===== src/sv/hddr_pkg.sv =====
`timescale 1ns / 1ps
// Shared types and constants for the heater duty deadband regulator.
// No dependencies; every other file imports this package.
package hddr_pkg;

    localparam int NCH        = 3;
    localparam int CHANNELS   = 3;
    localparam int DECIMATION = 2;

    localparam int TEMP_W = 12;
    localparam int DUTY_W = 13;
    localparam int MASK_W = NCH;
    localparam int CFG_W  = 13;
    localparam int IDX_W  = 3;
    localparam int PHASE_W = (DECIMATION > 1) ? $clog2(DECIMATION) : 1;

    localparam logic [DUTY_W-1:0] DUTY_MAX = DUTY_W'(5000);
    localparam logic [DUTY_W-1:0] DUTY_MIN = DUTY_W'(100);
    localparam logic [DUTY_W-1:0] DEADBAND = DUTY_W'(10);

    typedef enum logic [IDX_W-1:0] {
        REG_SETPOINT_CH0,
        REG_SETPOINT_CH1,
        REG_SETPOINT_CH2,
        REG_FEEDBACK_MASK,
        REG_INITIAL_DUTY
    } cfg_reg_t;

    typedef struct packed {
        logic [DUTY_W-1:0] duty;
        logic              upd;
        logic              hot;
        logic              cold;
    } lane_res_t;

    typedef struct packed {
        logic [NCH-1:0][DUTY_W-1:0] duty;
        logic [NCH-1:0]             upd;
        logic [NCH-1:0]             hot;
        logic [NCH-1:0]             cold;
    } out_rec_t;

endpackage


===== src/sv/hddr_if.sv =====
`timescale 1ns / 1ps
// Stream interfaces: ADC frame beats in, regulator result beats out.
// Depends on hddr_pkg.
interface hddr_frame_if;
    import hddr_pkg::*;

    logic              valid;
    logic              ready;
    logic [TEMP_W-1:0] temp_ch0;
    logic [TEMP_W-1:0] temp_ch1;
    logic [TEMP_W-1:0] temp_ch2;

    modport source (output valid, output temp_ch0, output temp_ch1, output temp_ch2,
                    input ready);
    modport sink   (input valid, input temp_ch0, input temp_ch1, input temp_ch2,
                    output ready);
endinterface

interface hddr_result_if;
    import hddr_pkg::*;

    logic              valid;
    logic              ready;
    logic [DUTY_W-1:0] duty_ch0;
    logic [DUTY_W-1:0] duty_ch1;
    logic [DUTY_W-1:0] duty_ch2;
    logic [MASK_W-1:0] update_mask;
    logic [MASK_W-1:0] overheat_clamp_mask;
    logic [MASK_W-1:0] undercool_clamp_mask;

    modport source (output valid, output duty_ch0, output duty_ch1, output duty_ch2,
                    output update_mask, output overheat_clamp_mask,
                    output undercool_clamp_mask, input ready);
    modport sink   (input valid, input duty_ch0, input duty_ch1, input duty_ch2,
                    input update_mask, input overheat_clamp_mask,
                    input undercool_clamp_mask, output ready);
endinterface


===== src/sv/hddr_lane.sv =====
`timescale 1ns / 1ps
// One regulation lane: holds a channel duty and steps it against the deadband.
// Depends on hddr_pkg.
module hddr_lane (
    input  logic                      clk,
    input  logic                      rst_n,
    input  logic [hddr_pkg::TEMP_W-1:0] temp,
    input  logic [hddr_pkg::TEMP_W-1:0] setpoint,
    input  logic                      enable,
    input  logic                      step,
    input  logic                      load,
    input  logic [hddr_pkg::DUTY_W-1:0] load_duty,
    output hddr_pkg::lane_res_t       res
);
    import hddr_pkg::*;

    logic [DUTY_W-1:0] duty_reg;
    logic [DUTY_W-1:0] duty_next;
    logic [DUTY_W-1:0] temp_x;
    logic [DUTY_W-1:0] set_x;
    logic              active;
    logic              too_cold;
    logic              too_warm;

    assign temp_x   = DUTY_W'(temp);
    assign set_x    = DUTY_W'(setpoint);
    assign active   = enable && (duty_reg != '0);
    assign too_cold = (temp_x + DEADBAND) < set_x;
    assign too_warm = temp_x > (set_x + DEADBAND);

    always_comb
    begin
        res.duty = duty_reg;
        res.upd  = 1'b0;
        res.hot  = 1'b0;
        res.cold = 1'b0;
        if (active && too_cold)
        begin
            res.upd = 1'b1;
            if (duty_reg >= DUTY_MAX)
            begin
                res.duty = DUTY_MAX;
                res.hot  = 1'b1;
            end
            else
            begin
                res.duty = duty_reg + DUTY_W'(1);
            end
        end
        else if (active && too_warm)
        begin
            res.upd = 1'b1;
            if (duty_reg <= DUTY_MIN)
            begin
                res.duty = DUTY_MIN;
                res.cold = 1'b1;
            end
            else
            begin
                res.duty = duty_reg - DUTY_W'(1);
            end
        end
    end

    always_comb
    begin
        duty_next = duty_reg;
        if (load)
        begin
            duty_next = load_duty;
        end
        else if (step)
        begin
            duty_next = res.duty;
        end
    end

    always_ff @(posedge clk or negedge rst_n)
    begin
        if (!rst_n)
        begin
            duty_reg <= '0;
        end
        else
        begin
            duty_reg <= duty_next;
        end
    end

endmodule


===== src/sv/hddr_merge.sv =====
`timescale 1ns / 1ps
// Merge stage: gathers lane results into one beat, with output register and skid.
// Depends on hddr_pkg and hddr_result_if.
module hddr_merge (
    input  logic                 clk,
    input  logic                 rst_n,
    input  logic                 push,
    input  hddr_pkg::lane_res_t  lane_res [hddr_pkg::NCH],
    output logic                 can_accept,
    hddr_result_if.source        result
);
    import hddr_pkg::*;

    out_rec_t rec;
    out_rec_t out_reg;
    out_rec_t out_next;
    out_rec_t skid_reg;
    out_rec_t skid_next;
    logic     out_valid_reg;
    logic     out_valid_next;
    logic     skid_valid_reg;
    logic     skid_valid_next;
    logic     out_fire;

    always_comb
    begin
        for (int i = 0; i < NCH; i++)
        begin
            rec.duty[i] = lane_res[i].duty;
            rec.upd[i]  = lane_res[i].upd;
            rec.hot[i]  = lane_res[i].hot;
            rec.cold[i] = lane_res[i].cold;
        end
    end

    assign out_fire   = out_valid_reg && result.ready;
    assign can_accept = !skid_valid_reg;

    always_comb
    begin
        out_next        = out_reg;
        out_valid_next  = out_valid_reg;
        skid_next       = skid_reg;
        skid_valid_next = skid_valid_reg;
        if (!out_valid_reg || out_fire)
        begin
            if (skid_valid_reg)
            begin
                out_next        = skid_reg;
                out_valid_next  = 1'b1;
                skid_next       = rec;
                skid_valid_next = push;
            end
            else
            begin
                out_next       = rec;
                out_valid_next = push;
            end
        end
        else if (push)
        begin
            skid_next       = rec;
            skid_valid_next = 1'b1;
        end
    end

    always_ff @(posedge clk or negedge rst_n)
    begin
        if (!rst_n)
        begin
            out_valid_reg  <= 1'b0;
            skid_valid_reg <= 1'b0;
        end
        else
        begin
            out_valid_reg  <= out_valid_next;
            skid_valid_reg <= skid_valid_next;
        end
    end

    always_ff @(posedge clk)
    begin
        out_reg  <= out_next;
        skid_reg <= skid_next;
    end

    assign result.valid                = out_valid_reg;
    assign result.duty_ch0             = out_reg.duty[0];
    assign result.duty_ch1             = out_reg.duty[1];
    assign result.duty_ch2             = out_reg.duty[2];
    assign result.update_mask          = out_reg.upd;
    assign result.overheat_clamp_mask  = out_reg.hot;
    assign result.undercool_clamp_mask = out_reg.cold;

    a_skid_behind_out: assert property (@(posedge clk) disable iff (!rst_n)
        skid_valid_reg |-> out_valid_reg)
        else $error("skid holds a beat while the output register is empty");

    a_clamp_disjoint: assert property (@(posedge clk) disable iff (!rst_n)
        out_valid_reg |-> ((out_reg.hot & out_reg.cold) == '0))
        else $error("channel flagged at both clamp limits");

    a_clamp_updates: assert property (@(posedge clk) disable iff (!rst_n)
        out_valid_reg |-> (((out_reg.hot | out_reg.cold) & ~out_reg.upd) == '0))
        else $error("clamp flag without duty update");

    a_duty_ceiling: assert property (@(posedge clk) disable iff (!rst_n)
        out_valid_reg |-> (out_reg.duty[0] <= DUTY_MAX && out_reg.duty[1] <= DUTY_MAX
                           && out_reg.duty[2] <= DUTY_MAX))
        else $error("reported duty above ceiling");

endmodule


===== src/sv/heater_duty_deadband_regulator.sv =====
`timescale 1ns / 1ps
// Top level of the heater duty deadband regulator: configuration, frame decimation, lanes.
// Depends on hddr_pkg, hddr_if, hddr_lane and hddr_merge.

// Accepts one ADC frame beat per clock while frame ready is high. Every second
// frame is acted on: each of the three channel lanes steps its duty in the same
// cycle the frame is taken, and the merged result beat is registered into the
// output register, or into the one-beat skid stage behind it while the output
// register is held. Frame ready only drops once both hold result beats; frames
// that are not acted on still need that slot free. Writing initial_duty loads
// the clamped value into every channel duty at once.
module heater_duty_deadband_regulator (
    input  logic                       clk,
    input  logic                       rst_n,
    input  logic                       cfg_we,
    input  logic [hddr_pkg::IDX_W-1:0] cfg_index,
    input  logic [hddr_pkg::CFG_W-1:0] cfg_wdata,
    hddr_frame_if.sink                 frame,
    hddr_result_if.source              result
);
    import hddr_pkg::*;

    logic [TEMP_W-1:0]  setpoint_reg [NCH];
    logic [TEMP_W-1:0]  setpoint_next [NCH];
    logic [MASK_W-1:0]  fb_mask_reg;
    logic [MASK_W-1:0]  fb_mask_next;
    logic [PHASE_W-1:0] phase_reg;
    logic [PHASE_W-1:0] phase_next;
    logic               load_init;
    logic [DUTY_W-1:0]  load_duty;
    logic               can_accept;
    logic               accept;
    logic               act;
    logic [TEMP_W-1:0]  temps [NCH];
    lane_res_t          lane_res [NCH];

    assign frame.ready = can_accept;
    assign accept      = frame.valid && can_accept;
    assign act         = (phase_reg == PHASE_W'(DECIMATION - 1));

    assign temps[0] = frame.temp_ch0;
    assign temps[1] = frame.temp_ch1;
    assign temps[2] = frame.temp_ch2;

    assign load_duty = (cfg_wdata > DUTY_MAX) ? DUTY_MAX : cfg_wdata;

    always_comb
    begin
        setpoint_next = setpoint_reg;
        fb_mask_next  = fb_mask_reg;
        load_init     = 1'b0;
        if (cfg_we)
        begin
            unique case (cfg_index)
                REG_SETPOINT_CH0:  setpoint_next[0] = cfg_wdata[TEMP_W-1:0];
                REG_SETPOINT_CH1:  setpoint_next[1] = cfg_wdata[TEMP_W-1:0];
                REG_SETPOINT_CH2:  setpoint_next[2] = cfg_wdata[TEMP_W-1:0];
                REG_FEEDBACK_MASK: fb_mask_next     = cfg_wdata[MASK_W-1:0];
                REG_INITIAL_DUTY:  load_init        = 1'b1;
                default:           ;
            endcase
        end
    end

    always_comb
    begin
        phase_next = phase_reg;
        if (accept)
        begin
            phase_next = act ? '0 : phase_reg + PHASE_W'(1);
        end
    end

    always_ff @(posedge clk or negedge rst_n)
    begin
        if (!rst_n)
        begin
            for (int i = 0; i < NCH; i++)
            begin
                setpoint_reg[i] <= '0;
            end
            fb_mask_reg <= '0;
            phase_reg   <= '0;
        end
        else
        begin
            setpoint_reg <= setpoint_next;
            fb_mask_reg  <= fb_mask_next;
            phase_reg    <= phase_next;
        end
    end

    for (genvar g = 0; g < NCH; g++)
    begin : g_lane
        hddr_lane u_lane (
            .clk       (clk),
            .rst_n     (rst_n),
            .temp      (temps[g]),
            .setpoint  (setpoint_reg[g]),
            .enable    ((g < CHANNELS) && fb_mask_reg[g]),
            .step      (accept && act),
            .load      (load_init),
            .load_duty (load_duty),
            .res       (lane_res[g])
        );
    end

    hddr_merge u_merge (
        .clk        (clk),
        .rst_n      (rst_n),
        .push       (accept && act),
        .lane_res   (lane_res),
        .can_accept (can_accept),
        .result     (result)
    );

endmodule

===== src/flat_wrapper.sv =====
// flat-port wrapper written by rule: the top's interface ports become plain ports
module heater_duty_deadband_regulator_flat import hddr_pkg::*;
  (clk, rst_n, cfg_we, cfg_index, cfg_wdata, frame_valid, frame_temp_ch0, frame_temp_ch1, frame_temp_ch2, frame_ready, result_valid, result_duty_ch0, result_duty_ch1, result_duty_ch2, result_update_mask, result_overheat_clamp_mask, result_undercool_clamp_mask, result_ready);
  hddr_frame_if frame_i ();
  hddr_result_if result_i ();
  input  logic clk;
  input  logic rst_n;
  input  logic cfg_we;
  input  logic [hddr_pkg::IDX_W-1:0] cfg_index;
  input  logic [hddr_pkg::CFG_W-1:0] cfg_wdata;
  input wire logic [$bits(frame_i.valid)-1:0] frame_valid;
  input wire logic [$bits(frame_i.temp_ch0)-1:0] frame_temp_ch0;
  input wire logic [$bits(frame_i.temp_ch1)-1:0] frame_temp_ch1;
  input wire logic [$bits(frame_i.temp_ch2)-1:0] frame_temp_ch2;
  output wire logic [$bits(frame_i.ready)-1:0] frame_ready;
  output wire logic [$bits(result_i.valid)-1:0] result_valid;
  output wire logic [$bits(result_i.duty_ch0)-1:0] result_duty_ch0;
  output wire logic [$bits(result_i.duty_ch1)-1:0] result_duty_ch1;
  output wire logic [$bits(result_i.duty_ch2)-1:0] result_duty_ch2;
  output wire logic [$bits(result_i.update_mask)-1:0] result_update_mask;
  output wire logic [$bits(result_i.overheat_clamp_mask)-1:0] result_overheat_clamp_mask;
  output wire logic [$bits(result_i.undercool_clamp_mask)-1:0] result_undercool_clamp_mask;
  input wire logic [$bits(result_i.ready)-1:0] result_ready;
  assign frame_i.valid = frame_valid;
  assign frame_i.temp_ch0 = frame_temp_ch0;
  assign frame_i.temp_ch1 = frame_temp_ch1;
  assign frame_i.temp_ch2 = frame_temp_ch2;
  assign frame_ready = frame_i.ready;
  assign result_valid = result_i.valid;
  assign result_duty_ch0 = result_i.duty_ch0;
  assign result_duty_ch1 = result_i.duty_ch1;
  assign result_duty_ch2 = result_i.duty_ch2;
  assign result_update_mask = result_i.update_mask;
  assign result_overheat_clamp_mask = result_i.overheat_clamp_mask;
  assign result_undercool_clamp_mask = result_i.undercool_clamp_mask;
  assign result_i.ready = result_ready;
  heater_duty_deadband_regulator u_core (.clk(clk), .rst_n(rst_n), .cfg_we(cfg_we), .cfg_index(cfg_index), .cfg_wdata(cfg_wdata), .frame(frame_i), .result(result_i));
endmodule

===== config.mk =====
export PLATFORM = sky130hd
export DESIGN_NAME = heater_duty_deadband_regulator_flat
export DESIGN_NICKNAME = d
export VERILOG_FILES = /design/src/sv/hddr_pkg.sv /design/src/sv/hddr_if.sv /design/src/sv/hddr_lane.sv /design/src/sv/hddr_merge.sv /design/src/sv/heater_duty_deadband_regulator.sv /design/src/flat_wrapper.sv
export SDC_FILE = /design/constraint.sdc
export NUM_CORES = 1
export LEC_CHECK = 0
export ABC_CLOCK_PERIOD_IN_PS = 6350
export BUFFER_PORTS_ARGS = -buffer_cell sky130_fd_sc_hd__buf_2
export CAP_MARGIN = 5
export CORE_MARGIN = 2
export CORE_UTILIZATION = 61
export CTS_CLUSTER_SIZE = 12
export DETAILED_ROUTE_END_ITERATION = 8
export GPL_ROUTABILITY_DRIVEN = 0
export PLACE_DENSITY = 0.79
export SLEW_MARGIN = 15
export SYNTH_ARGS = -nofsm -noshare
export SYNTH_HDL_FRONTEND = slang
export SYNTH_SLANG_ARGS = --single-unit

===== constraint.sdc =====
create_clock -name clk -period 6.35 [get_ports clk]
set_clock_uncertainty 0.15 [all_clocks]
set_input_delay 1.27 -clock clk [delete_from_list [all_inputs] [get_ports clk]]
set_output_delay 1.27 -clock clk [all_outputs]
set_load 0.05 [all_outputs]

==> parameters.txt, run 1 <==
Parameter                              Value

Routing
  Initial drt markers ... 974
  Wire length per cell after detailed routing ... 19.0 um
  Total Routed Length ... 30300 um
  Detailed Routing Iterations Pass 1 ... 6
  Detailed-route via count ... 10100
  Post-DR vias/cell ... 6.32
  Number of antenna-violating nets in the routed design ... 0
  Post-route DRC ... 0

Floorplan
  Std-Cell Rows ... 50
  Io pins ... 107
  Starting utilization of the core area ... 62.5%
  Die W ... 143 um
  Die boundary height ... 143 um
  Placeable core region ... 0.0188 mm^2
  Area of the die ... 0.0204 mm^2

Power and ir drop
  Portion of total power attributed to combinational logic ... 44.4%
  Power density relative to cell area ... 440 mW/mm^2
  Leakage Power ... 5.26 nW
  Sequential cell fraction of total power ... 36.0%
  Maximum ir drop on the vdd rail ... 0.232 mV
  Switching portion of total power ... 44.0%
  Internal ... 3.23 mW
  Switching pwr ... 2.54 mW
  Clock power share ... 19.7%

Clocking
  Number of CTS-inserted buffers ... 17
  Largest buffer count on any clock path ... 2
  Hold buffer count at CTS ... 0
  Post-CTS setup buffer count ... 0
  Clock latency at the later pin of the worst-skew pair ... 0.44 ns
  Clock-pin slew reported for the worst setup and hold paths after clock tree synthesis ... 0.07 ns
  TritonCTS sink count ... 177
  Post-CTS sizing ... 0
  Clock tree from TritonCTS ... built
  Clock tree root buffer cell ... sky130_fd_sc_hd__clkbuf_16
  Max H-tree Level ... 4

Placed design
  Placed cell area ... 0.0125 mm^2
  Post-DP HPWL ... 22100 um
  Count of input and output buffers ... 106

Cells and area
  Area taken by flip-flops and latches ... 0.00491 mm^2
  Synthesis-to-layout area growth ... 11.4%
  Final core utilization ... 69.7%
  Number of fill cells in the layout ... 1457
  Fraction of layout cells with a size suffix above 1 ... 16.5%
  Area of the multi-input gates ... 0.00641 mm^2
  Final standard cell area without fillers ... 0.0131 mm^2
  Layout Nets ... 1463
  Leading cell type in the layout, fill and taps excluded ... sky130_fd_sc_hd__nand2_1
  Number of flip-flops in the largest register ... 48
  Diode count ... 0
  Commonest cells after routing, fill and taps aside ... 124 x sky130_fd_sc_hd__nand2_1, 105 x sky130_fd_sc_hd__nor2_1, 105 x sky130_fd_sc_hd__buf_2, 96 x sky130_fd_sc_hd__edfxtp_1, 85 x sky130_fd_sc_hd__o21ai_0

Worst setup path
  R2R Setup Slk ... 2.10 ns
  Critical path class ... in -> reg
  Critical path peak fanout ... 14
  Required arrival time at the worst endpoint ... 6.39 ns
  CP Data Arrival Time ... 4.96 ns
  Kind of end point of the critical path ... flip-flop
  Startpoint kind of the worst setup timing path ... primary input

Logic synthesis
  Count of warnings emitted by yosys ... 0
  Total nets after synthesis ... 1386
  Mean Syn Cell Area ... 9.43 um^2
  Number of unique standard cell types used by synthesis ... 83
  Post-Syn Area ... 0.0118 mm^2
  Largest cells by area after synthesis ... sky130_fd_sc_hd__edfxtp_1 24%, sky130_fd_sc_hd__dfrtp_1 17%, sky130_fd_sc_hd__ha_1 8.6%
  Count of flip-flops with a built-in enable after synthesis ... 96
  Synth top area share ... 24.5%
  Top FF cell, synth ... sky130_fd_sc_hd__edfxtp_1
  Post-synthesis cell type with the largest combined area ... sky130_fd_sc_hd__edfxtp_1
  Number of storage elements in the synthesis netlist ... 177
  Share of synthesized area occupied by flip-flops and latches ... 41.7%
  Post-Syn Instances ... 1248
  Share of async-settable or async-resettable flops after synthesis ... 45.8%

Flow run
  Max capacitance violation total ... 0

Global route
  Number of global-route vias before repair ... 9658
  First-pass GRT wire length ... 49000 um
  Global routing usage summed across all routing layers ... 30.6%
  Initial antenna violation count ... 1
  Grt total ovfl ... 0
  Maximum number of pins on one net before global-route repair ... 59

Timing
  Sum Neg Setup Slack ... 0 ns
  Max Fclk ... 203 MHz
  Share of the clock period used by the worst path after layout ... 77.5%
  Actual slew at the worst max-slew pin ... 0.968 ns
  Max Slew Vio Count ... 0
  Total count of hold-check failures in the final report ... 0
  Smallest hold slack ... 0.376 ns
  Fin crit period ... 4.92 ns
  Setup repair after global routing missed its margin ... false
  Max transition margin ... 35.3%
  Total of endpoints with negative setup slack in the final report ... 0

Run status
  Status ... finished, final reports clean

Worst hold path
  Path class of the lowest-slack min-delay path ... reg -> reg
==> routing by layer <==
layer	GRT usage (%)	vias up	share of wire [%]
met5	0	-	0.036
met4	10.9	2	2.5
met3	6.30	78	8.1
met2	49.8	489	47
li1	-	4723	-
met1	40.8	4809	42
==> final cells by class <==
type	count	area share, %
flip-flops and latches	177	37.4
well taps	260	2.48
clock inverters	13	1.52
multi-input cells	951	48.9
repair buffers	116	4.64
clock buffers	18	3.27
inverters	62	1.77
==> worst max-delay path, cell delays in order <==
cell,delay (ns)
sky130_fd_sc_hd__buf_2,0.13
sky130_fd_sc_hd__a21oi_1,0.33
sky130_fd_sc_hd__nor2_1,0.13
sky130_fd_sc_hd__and3_1,0.21
sky130_fd_sc_hd__xor2_1,0.14
sky130_fd_sc_hd__ha_1,0.30
sky130_fd_sc_hd__a21o_1,0.18
sky130_fd_sc_hd__a2111oi_2,0.56
sky130_fd_sc_hd__and3_1,0.59
sky130_fd_sc_hd__and2_0,0.46
sky130_fd_sc_hd__a311o_1,0.29
sky130_fd_sc_hd__o21ai_2,0.10
sky130_fd_sc_hd__mux2_2,0.27
==> cells in the mapped netlist, drive strengths merged (29+ instances only) <==
library cell    n
a21oi          83
dfrtp          81
ha             81
nor2          105
xnor2          64
nand3          53
nor3           29
inv            62
mux2           46
o21ai          91
clkbuf         49
nand2         125
edfxtp         96
==> power groups by stage <==
| stage | registers, mW | clock network [mW] | logic (mW) |
|---|---|---|---|
| 2_1_floorplan | 2.41 | 0 | 1.56 |
| 3_3_place_gp | 2.07 | 0 | 2.43 |
| 3_5_place_dp | 2.08 | 0 | 2.50 |
| 4_1_cts | 2.06 | 1.14 | 2.53 |
| 5_1_grt | 2.13 | 1.18 | 2.78 |
| 6_report | 2.08 | 1.13 | 2.56 |
==> worst paths after layout <==
path,start,end,cells past startpoint
worst max-delay path,frame_temp_ch0[3],u_core.u_merge.result.duty_ch0[7]$_DFFE_PP_,13
worst min-delay path,u_core.u_merge.skid_reg[38]$_DFFE_PP_,u_core.u_merge.result.duty_ch2[3]$_DFFE_PP_,2
worst max register to register,u_core.setpoint_reg[30]$_DFFE_PN0P_,u_core.u_merge.result.duty_ch0[8]$_DFFE_PP_,12
worst min register to register,u_core.u_merge.skid_reg[38]$_DFFE_PP_,u_core.u_merge.result.duty_ch2[3]$_DFFE_PP_,2
max in group asynchronous,rst_n,u_core.g_lane[1].u_lane.duty_reg[1]$_DFFE_PN0P_,2
min in group asynchronous,rst_n,u_core.setpoint_reg[12]$_DFFE_PN0P_,1
==> metrics by stage <==
step                      cells  power, mW  worst slack, ns
after floorplan            1248       3.97            0.163
after global placement     1566       4.50             1.29
after detailed placement   1566       4.58             1.14
after CTS                  1597       5.74             1.55
after global routing       1597       6.09             1.28
final                      1597       5.77             1.43
==> logic make-up (layout without fill, tap and decap cells) <==
family	count (synthesis)	after routing	share of synthesized area (%)
buffers and inverters	120	209	4.07
muxes	48	48	4.57
AOI/OAI and AO/OA	304	304	16.8
DFF	177	177	41.7
xor gates and xnor gates	84	84	6.25
and+or+nand+nor	434	434	18.0
adders and majority gates	81	81	8.61
(Power assumes the default switching activity.)
==> run 2: changes to the inputs <==
Settings changed: ABC_CLOCK_PERIOD_IN_PS 6350 to 3900, CORE_UTILIZATION 61 to 55, PLACE_DENSITY 0.79 to 0.75.
Clock period 6.35 ns to 3.9 ns, I/O delays scaled along.
==> run 2 against run 1 <==
Effect of this change: register-to-register slack got worse by 2.0 ns; largest power group unchanged; flip-flop and latch count unchanged; core utilization decreased by 4.5 points; non-clock buffer count increased by 82; critical endpoint is now u_core.u_merge.result.duty_ch0[4]$_DFFE_PP_; clock-buffer cell count unchanged; final cell count increased by 6.1%; routed wire length increased by 2.6%; cell area increased by 4.4%; highest routed layer unchanged; global-route usage decreased by 2.5 points; hold slack got worse by 0.017 ns; combinational power increased by 77%.
==> parameters.txt, run 2 (synthesized netlist as in run 1, its figures left out) <==
Parameter                              Value

Routing
  Post-route DRC ... 0
  Initial drt markers ... 982
  Post-DR vias/cell ... 6.15
  Detailed-route via count ... 10400
  Detailed Routing Iterations Pass 1 ... 6
  Total Routed Length ... 31100 um
  Wire length per cell after detailed routing ... 18.4 um
  Number of antenna-violating nets in the routed design ... 0

Global route
  Maximum number of pins on one net before global-route repair ... 82
  First-pass GRT wire length ... 49900 um
  Grt total ovfl ... 0
  Initial antenna violation count ... 1
  Global routing usage summed across all routing layers ... 28.1%
  Number of global-route vias before repair ... 9841

Timing
  Total count of hold-check failures in the final report ... 0
  Max transition margin ... 29.5%
  Fin crit period ... 3.82 ns
  Share of the clock period used by the worst path after layout ... 98.0%
  Max Fclk ... 262 MHz
  Max Slew Vio Count ... 0
  Setup repair after global routing missed its margin ... true
  Actual slew at the worst max-slew pin ... 1.06 ns
  Total of endpoints with negative setup slack in the final report ... 0

Cells and area
  Final standard cell area without fillers ... 0.0137 mm^2
  Commonest cells after routing, fill and taps aside ... 124 x sky130_fd_sc_hd__nand2_1, 105 x sky130_fd_sc_hd__buf_2, 104 x sky130_fd_sc_hd__nor2_1, 96 x sky130_fd_sc_hd__edfxtp_1, 93 x sky130_fd_sc_hd__buf_4
  Layout Nets ... 1545
  Diode count ... 0
  Number of flip-flops in the largest register ... 48
  Final non-filler cell total ... 1695
  Leading cell type in the layout, fill and taps excluded ... sky130_fd_sc_hd__nand2_1
  Synthesis-to-layout area growth ... 16.4%
  Fraction of layout cells with a size suffix above 1 ... 21.8%

Worst setup path
  Critical path class ... reg -> reg
  Buffer and inverter count on the worst path ... 1
  Worst path depth ... 13
  Master of the slowest instance on the critical path ... sky130_fd_sc_hd__or4_1
  Reg2reg start ... u_core.setpoint_reg[25]$_DFFE_PN0P_
  Ordered cell list for the critical path ... ha_2 > nor2_1 > or4_1 > xnor2_1 > ha_1 > nand4_1 > nor3_1 > o31a_1 > o211ai_2 > buf_4 > o311a_1 > a211o_1 > mux2_2
  CP Data Arrival Time ... 3.87 ns
  Required arrival time at the worst endpoint ... 3.94 ns
  Largest stage delay, worst path ... 0.42 ns
  Kind of end point of the critical path ... flip-flop
  Top cell family by delay on the critical path ... compound AO/OA/AOI/OAI gates
  Startpoint kind of the worst setup timing path ... flip-flop
  Critical path peak fanout ... 8
  R2R Setup Slk ... 0.08 ns
  Worst flop-to-flop path endpoint ... u_core.u_merge.result.duty_ch0[4]$_DFFE_PP_
  Reg2reg path depth ... 13

Power and ir drop
  Sequential cell fraction of total power ... 35.3%
  Internal ... 5.27 mW
  Clock power share ... 16.9%
  Switching pwr ... 4.18 mW
  Maximum ir drop on the vdd rail ... 0.396 mV
  Power density relative to cell area ... 690 mW/mm^2
  Portion of total power attributed to combinational logic ... 47.8%
  Leakage Power ... 5.62 nW
  Switching portion of total power ... 44.3%

Flow run
  Max capacitance violation total ... 0

Clocking
  Clock tree from TritonCTS ... built
  Clock-pin slew reported for the worst setup and hold paths after clock tree synthesis ... 0.07 ns
  Hold buffer count at CTS ... 0
  Clock latency at the later pin of the worst-skew pair ... 0.44 ns
  Largest buffer count on any clock path ... 2
  Max H-tree Level ... 4
  TritonCTS sink count ... 177
  Number of CTS-inserted buffers ... 17
  Clock tree root buffer cell ... sky130_fd_sc_hd__clkbuf_16

Worst hold path
  Start point of the worst min-delay path ... u_core.act$_DFFE_PN0P_
  Terminating pin of the worst hold path ... u_core.act$_DFFE_PN0P_
  Path class of the lowest-slack min-delay path ... reg -> reg
  Hold depth ... 1

Placed design
  Count of input and output buffers ... 106
  Placed insts ... 1660
  Post-DP HPWL ... 23300 um
  Placed cell area ... 0.0131 mm^2

Floorplan
  Placeable core region ... 0.0210 mm^2
  Io pins ... 107
  Std-Cell Rows ... 53
  Area of the die ... 0.0226 mm^2
  Die boundary height ... 150 um
  Starting utilization of the core area ... 56.0%
  Die W ... 150 um

Run status
  Status ... finished, final reports clean
[run 2: worst max-delay path by stage]
stage,startpoint,end,slack [ns]
2_1_floorplan,frame_temp_ch0[2],u_core.u_merge.result.duty_ch0[7]$_DFFE_PP_,0.007
3_3_place_gp,frame_temp_ch0[2],u_core.u_merge.result.duty_ch0[7]$_DFFE_PP_,-0.03
3_5_place_dp,frame_temp_ch0[1],u_core.u_merge.result.duty_ch0[4]$_DFFE_PP_,-0.14
4_1_cts,u_core.setpoint_reg[30]$_DFFE_PN0P_,u_core.u_merge.result.duty_ch0[2]$_DFFE_PP_,0.05
5_1_grt,u_core.setpoint_reg[30]$_DFFE_PN0P_,u_core.u_merge.result.duty_ch0[8]$_DFFE_PP_,-0.03
6_report,u_core.setpoint_reg[25]$_DFFE_PN0P_,u_core.u_merge.result.duty_ch0[4]$_DFFE_PP_,0.08
[run 2: area by class of cell]
class | instances | area, um^2
fillers | 1722 | 7320
multi-input cells | 951 | 6450
flip-flops and latches | 177 | 4910
repair buffers | 198 | 1220
clock buffers | 18 | 429
well taps | 275 | 344
inverters | 62 | 233
clock inverters | 14 | 109
[run 2: per-layer routing]
layer	global-route usage, %	wire length, um	vias to the layer above
li1	-	-	4905
met1	38.5	13400	4961
met2	45.0	14600	474
met3	4.45	2230	83
met4	10.8	956	2
met5	0	13	-
[run 2: worst register-to-register path: cells and delay by family, from the launching register on]
family	cells	cell delay, ns
muxes	1	0.28
xor gates and xnor gates	1	0.18
adders and majority gates	2	0.53
buffers and inverters	1	0.22
DFF	1	0.38
and+or+nand+nor	4	0.78
AOI/OAI and AO/OA	4	1.07
[run 2: power by group through the flow]
stage                     Clock, mW  Combinational (mW)  Sequential (mW)
after detailed placement          0                4.44             3.35
final                          1.59                4.52             3.33
after floorplan                   0                2.54             3.91
after CTS                      1.61                4.47             3.32
after global routing           1.68                4.91             3.41
after global placement            0                4.33             3.32
[run 2: repair_timing]
action / 4_1_cts / 5_1_grt
resized for setup: 0 / 10
setup buffers: 0 / 3
endpoints found under the setup margin: 0 / 44
[run 2: per-stage QoR]
stage	TNS, ns	hold slack [ns]	total power, mW	setup slack (ns)	util [%]
2_1_floorplan	0	0.310	6.45	0.00726	-
3_3_place_gp	-0.0597	0.324	7.66	-0.0256	62.3
3_5_place_dp	-0.953	0.336	7.79	-0.140	62.3
4_1_cts	0	0.349	9.40	0.0506	64.9
5_1_grt	-0.0287	0.375	10.0	-0.0254	65.2
6_report	0	0.359	9.45	0.0784	65.2
